`src/rtl/core/elevator_scan_scheduler_defines.svh`:
```
// Assertion macros for the elevator SCAN scheduler RTL.
// Expects clk and rst in the scope of the module that uses them.
`ifndef ELEVATOR_SCAN_SCHEDULER_DEFINES_SVH
`define ELEVATOR_SCAN_SCHEDULER_DEFINES_SVH

`ifndef ASSERT_OFF
// condition holds at every edge out of reset
`define ESS_ASSERT_ALWAYS(label, cond) \
  label: assert property (@(posedge clk) disable iff (rst) (cond)) \
    else $error("ess assertion failed");
// antecedent implies consequent in the same cycle
`define ESS_ASSERT_IMPL(label, ante, cons) \
  label: assert property (@(posedge clk) disable iff (rst) (ante) |-> (cons)) \
    else $error("ess assertion failed");
// antecedent implies consequent in the next cycle
`define ESS_ASSERT_NEXT(label, ante, cons) \
  label: assert property (@(posedge clk) disable iff (rst) (ante) |=> (cons)) \
    else $error("ess assertion failed");
`else
`define ESS_ASSERT_ALWAYS(label, cond)
`define ESS_ASSERT_IMPL(label, ante, cons)
`define ESS_ASSERT_NEXT(label, ante, cons)
`endif

`endif

```
`src/rtl/core/ess_pkg.sv`:
```
// Types and codes shared by the elevator SCAN scheduler.
// No dependencies.
`default_nettype none

package ess_pkg;

  localparam int FLOORS_DEF = 8;
  localparam int FLOOR_W    = 4;
  localparam int KIND_W     = 2;
  localparam int MOTION_W   = 2;

  // item operation
  localparam logic OP_REQUEST = 1'b0;
  localparam logic OP_TICK    = 1'b1;

  // request kinds, also the per-floor call codes
  localparam logic [KIND_W-1:0] KIND_DEST = 2'd0;
  localparam logic [KIND_W-1:0] KIND_UP   = 2'd1;
  localparam logic [KIND_W-1:0] KIND_DOWN = 2'd2;
  localparam logic [KIND_W-1:0] KIND_BOTH = 2'd3;

  // car motion
  localparam logic [MOTION_W-1:0] MOT_NONE = 2'd0;
  localparam logic [MOTION_W-1:0] MOT_UP   = 2'd1;
  localparam logic [MOTION_W-1:0] MOT_DOWN = 2'd2;

  typedef struct packed {
    logic               op;
    logic [FLOOR_W-1:0] request_floor;
    logic [KIND_W-1:0]  request_kind;
  } req_word_t;

  typedef struct packed {
    logic [FLOOR_W-1:0]  floor;
    logic [MOTION_W-1:0] motion;
    logic                door_cycle;
    logic                heading_down;
    logic                parked;
  } res_word_t;

endpackage

`default_nettype wire

```
`src/rtl/core/elevator_scan_scheduler.sv`:
```
// Elevator SCAN scheduler: per-floor calls and destinations, one sweep step per tick.
// A request word passes the input register, then the result register.
// One word per cycle while res_stall does not hold the result; the state update is
// combinational between the two registers; priority encoders give the sweep bounds.
// Reset (rst, synchronous): car at floor 1, up sweep, no calls, park floor 1.
// Uses ess_pkg and elevator_scan_scheduler_defines.svh.
`default_nettype none
`include "elevator_scan_scheduler_defines.svh"

module elevator_scan_scheduler
  import ess_pkg::*;
#(
  parameter int FLOORS = FLOORS_DEF
) (
  input  wire logic               clk,
  input  wire logic               rst,
  input  wire logic               req_valid,
  output logic                    req_stall,
  input  wire req_word_t          req,
  output logic                    res_valid,
  input  wire logic               res_stall,
  output res_word_t               res,
  input  wire logic               cfg_valid,
  output logic                    cfg_ready,
  input  wire logic [FLOOR_W-1:0] cfg_data
);

  localparam int FW = $clog2(FLOORS + 1);

  // highest set floor, 0 when none
  function automatic logic [FW-1:0] top_of(input logic [FLOORS:1] v);
    logic [FW-1:0] r;
    r = '0;
    for (int f = 1; f <= FLOORS; f++) begin
      if (v[f]) r = FW'(f);
    end
    return r;
  endfunction

  // lowest set floor, 0 when none
  function automatic logic [FW-1:0] bottom_of(input logic [FLOORS:1] v);
    logic [FW-1:0] r;
    r = '0;
    for (int f = FLOORS; f >= 1; f--) begin
      if (v[f]) r = FW'(f);
    end
    return r;
  endfunction

  // state
  logic [FLOOR_W-1:0] park;
  logic [FW-1:0]      cur;
  logic               sweep;
  logic [KIND_W-1:0]  call_code [1:FLOORS];
  logic               dest_mark [1:FLOORS];

  // input register
  logic      in_valid;
  req_word_t in_word;
  logic      advance;
  logic      exec;

  // next-state logic
  logic [FW-1:0]       cur_next;
  logic                sweep_next;
  logic [KIND_W-1:0]   call_next [1:FLOORS];
  logic                dest_next [1:FLOORS];
  logic [MOTION_W-1:0] mot;
  logic                door;
  logic [FLOORS:1]     pend;
  logic [FLOORS:1]     pend_srv;
  logic [FLOORS:1]     pend_next;
  logic [KIND_W-1:0]   srv_code;
  logic [FW-1:0]       park_used;
  logic [FW-1:0]       top0;
  logic [FW-1:0]       bot0;
  logic [FW-1:0]       top1;
  logic [FW-1:0]       bot1;
  logic [FW-1:0]       rf;
  logic                rf_ok;

  assign cfg_ready = 1'b1;
  assign advance   = !res_valid || !res_stall;
  assign exec      = in_valid && advance;
  assign req_stall = in_valid && !advance;

  // configuration register
  always_ff @(posedge clk) begin
    if (rst) begin
      park <= FLOOR_W'(1);
    end else if (cfg_valid && cfg_ready) begin
      park <= cfg_data;
    end
  end

  // input register
  always_ff @(posedge clk) begin
    if (rst) begin
      in_valid <= 1'b0;
    end else if (req_valid && !req_stall) begin
      in_valid <= 1'b1;
    end else if (advance) begin
      in_valid <= 1'b0;
    end
    if (req_valid && !req_stall) begin
      in_word <= req;
    end
  end

  // call code left at the car floor once the current sweep serves it
  assign srv_code = sweep ? (call_code[cur] & ~KIND_DOWN) : (call_code[cur] & ~KIND_UP);

  // pending floors now and after serving the car floor
  always_comb begin
    for (int f = 1; f <= FLOORS; f++) begin
      pend[f]     = (call_code[f] != KIND_DEST) || dest_mark[f];
      pend_srv[f] = pend[f];
    end
    pend_srv[cur] = (srv_code != KIND_DEST);
  end

  // pending floors after this word
  always_comb begin
    for (int f = 1; f <= FLOORS; f++) begin
      pend_next[f] = (call_next[f] != KIND_DEST) || dest_next[f];
    end
  end

  // park floor clamped into the building
  always_comb begin
    if (park == '0) begin
      park_used = FW'(1);
    end else if (32'(park) > FLOORS) begin
      park_used = FW'(FLOORS);
    end else begin
      park_used = FW'(park);
    end
  end

  // sweep bounds; an empty building reads as the park floor
  always_comb begin
    top0 = top_of(pend);
    bot0 = bottom_of(pend);
    top1 = top_of(pend_srv);
    bot1 = bottom_of(pend_srv);
    if (top0 == '0) top0 = park_used;
    if (bot0 == '0) bot0 = park_used;
    if (top1 == '0) top1 = park_used;
    if (bot1 == '0) bot1 = park_used;
  end

  assign rf_ok = (in_word.request_floor != '0) && (32'(in_word.request_floor) <= FLOORS);
  assign rf    = FW'(in_word.request_floor);

  // request registration and sweep step
  always_comb begin
    call_next  = call_code;
    dest_next  = dest_mark;
    cur_next   = cur;
    sweep_next = sweep;
    mot        = MOT_NONE;
    door       = 1'b0;
    if (in_word.op == OP_REQUEST) begin
      if (rf_ok) begin
        if (in_word.request_kind != KIND_DEST) begin
          call_next[rf] = in_word.request_kind;
        end else begin
          dest_next[rf] = 1'b1;
        end
      end
    end else if (!sweep) begin
      // up sweep: serve up calls, clearing bit 0 drops the up part
      if (cur > top0) begin
        sweep_next = 1'b1;
      end else begin
        if (call_code[cur] == KIND_UP || call_code[cur] == KIND_BOTH) begin
          call_next[cur] = call_code[cur] & ~KIND_UP;
          door = 1'b1;
        end
        if (dest_mark[cur]) begin
          dest_next[cur] = 1'b0;
          door = 1'b1;
        end
        if (cur < top1) begin
          cur_next = cur + 1'b1;
          mot      = MOT_UP;
        end else begin
          sweep_next = 1'b1;
        end
      end
    end else begin
      // down sweep: serve down calls, clearing bit 1 drops the down part
      if (cur < bot0) begin
        sweep_next = 1'b0;
      end else begin
        if (call_code[cur] == KIND_DOWN || call_code[cur] == KIND_BOTH) begin
          call_next[cur] = call_code[cur] & ~KIND_DOWN;
          door = 1'b1;
        end
        if (dest_mark[cur]) begin
          dest_next[cur] = 1'b0;
          door = 1'b1;
        end
        if (cur > bot1) begin
          cur_next = cur - 1'b1;
          mot      = MOT_DOWN;
        end else begin
          sweep_next = 1'b0;
        end
      end
    end
  end

  // state and result register
  always_ff @(posedge clk) begin
    if (rst) begin
      cur       <= FW'(1);
      sweep     <= 1'b0;
      res_valid <= 1'b0;
      for (int f = 1; f <= FLOORS; f++) begin
        call_code[f] <= KIND_DEST;
        dest_mark[f] <= 1'b0;
      end
    end else begin
      if (exec) begin
        cur       <= cur_next;
        sweep     <= sweep_next;
        call_code <= call_next;
        dest_mark <= dest_next;
        res_valid <= 1'b1;
      end else if (advance) begin
        res_valid <= 1'b0;
      end
    end
    if (exec) begin
      res.floor        <= FLOOR_W'(cur_next);
      res.motion       <= mot;
      res.door_cycle   <= door;
      res.heading_down <= sweep_next;
      res.parked       <= ~|pend_next;
    end
  end

  // checks
  `ESS_ASSERT_ALWAYS(a_floor_in_range, (cur != '0) && (32'(cur) <= FLOORS))
  `ESS_ASSERT_NEXT(a_move_up_one, exec && (mot == MOT_UP), cur == $past(cur) + 1'b1)
  `ESS_ASSERT_IMPL(a_request_still, exec && (in_word.op == OP_REQUEST),
                   (mot == MOT_NONE) && !door && (cur_next == cur))
  `ESS_ASSERT_IMPL(a_parked_matches, res_valid, res.parked == ~|pend)

endmodule

`default_nettype wire
```
`config.mk`:
```
export PLATFORM = sky130hd
export DESIGN_NAME = elevator_scan_scheduler
export DESIGN_NICKNAME = d
export VERILOG_FILES = /design/src/rtl/core/ess_pkg.sv /design/src/rtl/core/elevator_scan_scheduler.sv
export VERILOG_INCLUDE_DIRS = /design/src /design/src/rtl/core
export SDC_FILE = /design/constraint.sdc
export NUM_CORES = 1
export LEC_CHECK = 0
export ABC_AREA = 1
export BUFFER_PORTS_ARGS = -buffer_cell sky130_fd_sc_hd__buf_2
export CAP_MARGIN = 20
export CORE_MARGIN = 3
export CORE_UTILIZATION = 35
export DETAILED_ROUTE_END_ITERATION = 8
export SETUP_SLACK_MARGIN = 0.2
export SLEW_MARGIN = 20
export SYNTH_ARGS = -nofsm -noshare
export SYNTH_HDL_FRONTEND = slang
export SYNTH_SLANG_ARGS = --single-unit
```
`constraint.sdc`:
```
create_clock -name clk -period 7.6 [get_ports clk]
set_input_delay 0.38 -clock clk [delete_from_list [all_inputs] [get_ports clk]]
set_output_delay 0.38 -clock clk [all_outputs]
set_load 0.01 [all_outputs]
```
Word level (Yosys, flattened, before mapping)
Cells that the tools add are included.

Output and inout bits: 12. Word-level logic and storage cells: 210. Input port bits: 16. Flip-flop bits (word level): 51.

$lt $le $gt $ge: 12. Muxes and demuxes: 101. Eq/ne operators: 3. Reduce and logical (&&, ||, !) cells: 58. Add/sub/neg operators: 2. Bitwise operators: 5.

Operators with widths (number): two-way mux 4 bit (42); two-way mux 16 bit (8); two-way mux 8 bit (7); bitwise mux 16 bit (3); nonzero test 2 bit (20); two-way mux 1 bit (25); zero test 4 bit (5); logical OR 1 bit (19); demux 2 bit (select 4 bit) (2); two-way mux 2 bit (8); demux 1 bit (select 4 bit) (3); >= comparator 5 bit (second input constant) (2); < comparator 5 x 1 -> 1 bit (second input constant) (2); NOT 4 -> 5 bit (2); bitwise AND 8 bit (1); binary-select mux 2 bit (select 4 bit) (1); bitwise mux 8 bit (1); greater-than comparator 4 bit (2); < comparator 4 bit (2); NOT 8 bit (1); OR 8 bit (1); OR reduction 8 bit (1); logical AND 1 bit (7); zero test 1 bit (5); other kinds (10) (11).

Depth between registers and ports, before layout
Word-level depth: 22. Depth in mapped cells: 32. Depth with buffers taken out: 31.

Least setup slack after synthesis
No wires, ideal clock.

Path type: register to register. Start point: reg cur[1]. End point: reg res[8] in the netlist's numbering, data pin. Setup slack: 4235 ps. Period minus slack after synthesis: 3365 ps. Buffers on the path: 1. Library setup time: 255 ps. Arrival time: 3111 ps. Required time: 7345 ps. Cell stages (with the launch flop): 23. Cells stage by stage: dfxtp_1 -> buf_4 -> inv_4 -> nand2_1 -> nor2_2 -> nand3_2 -> nand3_4 -> nand2_2 -> nand2_4 -> o21a_1 -> nor2_4 -> nand2_2 -> nor2_4 -> nand3_4 -> nor2_1 -> o21bai_1 -> ha_1 -> a211oi_1 -> nand3_2 -> nand2_2 -> nand2_1 -> nand2_1 -> nand2_1.

Word-level cells in the longest chain between the ends: 22. Elaborated cells on any way between the ends: 44. Classes of those cells: add/sub: 2; order compare: 6; mux: 31; bitwise: 1; reduce/logical: 4.

RTL lines: from (decl) (RTL line elevator_scan_scheduler.sv:52) `logic [FW-1:0] cur;`; from (signal assigned) (RTL line elevator_scan_scheduler.sv:226) `cur <= cur_next;`; NOT 4 -> 5 bit (implied by the code) (RTL line elevator_scan_scheduler.sv:111) `assign srv_code = sweep ? (call_code[cur] & ~KIND_DOWN) : (call_code[cur] & ~KIND_UP);`; binary-select mux 2 bit (select 4 bit) (RTL line elevator_scan_scheduler.sv:111); two-way mux 2 bit (implied by the code) (2 in a row) (RTL line elevator_scan_scheduler.sv:111); two-way mux 2 bit (RTL line elevator_scan_scheduler.sv:111); nonzero test 2 bit (RTL line elevator_scan_scheduler.sv:119) `pend_srv[cur] = (srv_code != KIND_DEST);`; bitwise mux 8 bit (RTL line elevator_scan_scheduler.sv:119); two-way mux 1 bit or two-way mux 4 bit (tied branches) (RTL line elevator_scan_scheduler.sv:35, elevator_scan_scheduler.sv:45); two-way mux 4 bit (on tied branches) (7 in a row) (RTL line elevator_scan_scheduler.sv:35, elevator_scan_scheduler.sv:45); zero test 4 bit (on tied branches) (RTL line elevator_scan_scheduler.sv:148, elevator_scan_scheduler.sv:149); two-way mux 4 bit (on tied branches) (RTL line elevator_scan_scheduler.sv:148, elevator_scan_scheduler.sv:149); < comparator 4 bit or greater-than comparator 4 bit (tied branches) (RTL line elevator_scan_scheduler.sv:184, elevator_scan_scheduler.sv:204); two-way mux 4 bit (on tied branches) (RTL line elevator_scan_scheduler.sv:184, elevator_scan_scheduler.sv:204); two-way mux 4 bit (on tied branches) (RTL line elevator_scan_scheduler.sv:173, elevator_scan_scheduler.sv:193); two-way mux 4 bit (*) (RTL line elevator_scan_scheduler.sv:171) `end else if (!sweep) begin`; two-way mux 4 bit (*) (RTL line elevator_scan_scheduler.sv:163) `if (in_word.op == OP_REQUEST) begin`; named net cur_next[3] (RTL line elevator_scan_scheduler.sv:64) `logic [FW-1:0] cur_next;`; to (decl) (RTL line elevator_scan_scheduler.sv:22) `output res_word_t res,`.

Mark *: on every way through the listed nets, which the timed path passes. The rest lies on a longest branch. The select of a mux whose other input is x is not followed. A chain may end at the register's enable or synchronous reset.

Worst setup path in the final report
Start point: reg cur[0]. End point: reg cur[3].

Word-level cells in the longest chain between the ends: 22. Elaborated cells on any way between the ends: 44. Classes of those cells: add/sub: 2; order compare: 6; mux: 31; bitwise: 1; reduce/logical: 4.

RTL lines (RTL line): NOT 4 -> 5 bit (implied by the code) (elevator_scan_scheduler.sv:111); binary-select mux 2 bit (select 4 bit) (elevator_scan_scheduler.sv:111); two-way mux 2 bit (implied by the code) (2 in a row) (elevator_scan_scheduler.sv:111); two-way mux 2 bit (elevator_scan_scheduler.sv:111); nonzero test 2 bit (elevator_scan_scheduler.sv:119); bitwise mux 8 bit (elevator_scan_scheduler.sv:119); two-way mux 1 bit or two-way mux 4 bit (tied branches) (elevator_scan_scheduler.sv:35, elevator_scan_scheduler.sv:45); two-way mux 4 bit (on tied branches) (7 in a row) (elevator_scan_scheduler.sv:35, elevator_scan_scheduler.sv:45); zero test 4 bit (on tied branches) (elevator_scan_scheduler.sv:148, elevator_scan_scheduler.sv:149); two-way mux 4 bit (on tied branches) (elevator_scan_scheduler.sv:148, elevator_scan_scheduler.sv:149); < comparator 4 bit or greater-than comparator 4 bit (tied branches) (elevator_scan_scheduler.sv:184, elevator_scan_scheduler.sv:204); two-way mux 4 bit (on tied branches) (elevator_scan_scheduler.sv:184, elevator_scan_scheduler.sv:204); two-way mux 4 bit (on tied branches) (elevator_scan_scheduler.sv:173, elevator_scan_scheduler.sv:193); two-way mux 4 bit (*) (elevator_scan_scheduler.sv:171); two-way mux 4 bit (*) (elevator_scan_scheduler.sv:163).

Every way passes the cells marked *; elsewhere a longest branch is shown, timed or not. The select of a mux whose other input is x is not followed.

==> flow_summary.ini <==
[run_status]
status = complete, no violations

[placement]
place.gp.congestion = 0.938
io_buffers = 26
dp_hpwl_um = 10500

[sta]
fin_crit_ns = 4.51
max_freq_ghz = 0.222
maxSlewHeadroom = 0.249
drv_slew = 0
finalSetupTns_ns = 0
setup_viol = 0
finalHoldViolCount = 0
fin_crit_sh = 0.593
clock_skew_ns = 0.00719
worst_pin_slew_ns = 1.12
rsz0062_at_grt = no

[routing]
drt_pass1_iterations = 5
drt-initial-drc-count = 349
vias_per_cell = 5.07
wl_um = 13800
routed-via-count = 4648
ant_nets = 0
post_drt_wl_per_cell_um = 15.1
drc = 0

[logic_synthesis]
yosys_most_used_dff = dfxtp_1
syn_nets = 765
synthTopCellsByCount = 176 x nand2_1, 124 x inv_1, 63 x o21ai_0
yosysSeqAreaShare = 0.257
synth.distinct_cells = 49
synth_most_common_cell = nand2_1
yosysTopAreaCellShare = 0.152
syn_inst = 730
netlist_area_um2 = 4600
synth_largest_area_cell = dfxtp_1
async_reset_ff_frac = 0
synth.area.top_cells = dfxtp_1 15%, nand2_1 14%, edfxtp_1 10%, inv_1 10%, o21ai_0 6.9%
synth_warnings = 0
synth_edf_count = 16
syn_avg_cell_area_um2 = 6.30
synth_seq_cells = 51

[die]
dieArea_um2 = 14500
initial_core_util = 0.361
coreArea_um2 = 12700
die_h_um = 121
io_pins = 28
die_x_um = 121
rows = 41

[setup_path]
cp-end-kind = flop
required_ns = 7.80
path_class = reg2reg
cp.arrival_ns = 4.71
critical_path.top_delay_family = simple AND/OR/NAND/NOR gates
r2r_start = cur[0]
r2r_setup_slack_ns = 3.09
cp.depth = 23
path_buf_inv = 2
r2r-end = cur[3]
cpPeakStageDelay_ns = 0.69
critPathMostFrequentCell = nand2_1
cp_max_fo = 17
startpoint = cur[0]
start_kind = flop
r2r_cells = 23
path_cells = inv_2, nand2_1, nor2_2, nand3_1, nand3_1, nand2_2, nand2_4, o21a_1, nor2_4, nand2_2, nor2_4, nand3_4, nor2_1, o21bai_1, ha_1, a211oi_1, nand3_2, nand2_2, nand2_1, nand2_1, nand3_1, nand2_1, inv_1
endpoint = cur[3]
crit_slowest_cell = dfxtp_1

[cells_and_area]
diodes = 0
regArea_um2 = 1180
multiInputGateArea_um2 = 2800
nets = 778
area_growth_pct = 8.90
n_fill_cell = 1416
final_core_util = 0.394
drive_above_1_share = 0.118

[global_routing]
grtUsageTotal = 0.194
use_met1 = 0.267
grt_first_pass_wirelength_um = 22700
antenna_found_initial = 0
gr-usage-met3 = 0.0355
grt_use_met2 = 0.313
overflow = 0
grt_max_degree = 46
top_usage_layer = met2
grt_pass1_vias = 4421

[job]
cap_viol_max_count = 0

[clock_tree]
post_cts_resized = 0
cts_tree = done
cts.sinks = 51
clk_pin_slew_ns = 0.07
postCtsSetupBuffers = 0
hold_buffers = 0
clkLatencyLatePin_ns = 0.30
cts_made_buffers = 5
cts_buffer_depth = 2
htree_levels = 2
root_buffer = clkbuf_16

[power_and_ir_drop]
leakagePower_uw = 0.00244
power_density_nw_per_um2 = 189
peakVddDrop_v = 0.0000797

[hold_path]
hold_path.class = in2reg
[worst register-to-register path: stages, from the launching register on]
cell and delay (ns):
dfxtp_1 0.69, inv_2 0.30, nand2_1 0.18, nor2_2 0.06
nand3_1 0.11, nand3_1 0.40, nand2_2 0.24, nand2_4 0.09
o21a_1 0.23, nor2_4 0.11, nand2_2 0.09, nor2_4 0.12
nand3_4 0.09, nor2_1 0.16, o21bai_1 0.14, ha_1 0.25
a211oi_1 0.48, nand3_2 0.16, nand2_2 0.14, nand2_1 0.06
nand2_1 0.08, nand3_1 0.08, nand2_1 0.11, inv_1 0.04
[stage by stage]
stage                     power (uW)  hold WS [ns]  instances  worst slack, ns  area (um^2)
after CTS                        953         0.238        916             3.15         5010
after global placement           712         0.471        908             3.29         4850
final                            946         0.247        916             3.09         5010
after global routing            1020         0.242        916             2.51         5010
after floorplan                  619         0.451        730             4.23         4600
after detailed placement         708         0.477        908             3.18         4850
[flip-flops by register name, summed over array words and instances (netlist names)]
register and count:
res_valid 1, cur 4, call_code 16, rf 4, dest_mark 8, in_word 3, in_valid 1, sweep 1
park 4, res 9
[cell families after synthesis]
family | synth area share
fa+ha+maj | 0.0517
buf+inv | 0.136
compound gates | 0.226
flops | 0.257
simple gates | 0.325
xor+xnor | 0.00354
other cells | 0.000816
[layout by cell type, fill, tap and decap left out, drive strengths merged, types with 2 or more instances in the layout]
cell type,instances
ha,19
nor2,57
dfxtp,35
inv,135
nand4,7
a22oi,3
edfxtp,16
nand2,189
o211ai,10
nand3,58
a31oi,8
a211oi,2
a21oi,62
buf,29
a32o,3
a31o,3
nor3,10
a32oi,2
a21boi,6
o21a,3
o21ai,70
clkbuf,5
[layer usage]
layer  up-vias  part of all wire
li1       2418                 -
met1      2066              0.47
met2       145              0.44
met3        19             0.060
met4         0             0.021
met5         -                 0
[power by group]
group	internal [uW]	switching, uW
logic	121	254
registers	303	29.0
clock network	126	114
total	550	396
[worst min path at each step]
| stage | to | from | depth (start not counted) |
|---|---|---|---|
| after floorplan | park[0] | park[0] | 2 |
| after global placement | park[0] | park[0] | 2 |
| after detailed placement | park[0] | park[0] | 2 |
| after CTS | in_word[6] | req[6] | 1 |
| after global routing | in_word[1] | req[1] | 1 |
| final | rf[2] | req[4] | 1 |
[cell type report]
| type | count | area share |
|---|---|---|
| multi-input combinational | 522 | 0.559 |
| clock buffer | 5 | 0.0250 |
| tap | 172 | 0.0430 |
| clock inverter | 3 | 0.00550 |
| sequential | 51 | 0.236 |
| inverter | 134 | 0.101 |
| timing repair buffer | 29 | 0.0305 |
Note: power is estimated with default switching activity, not from simulation.
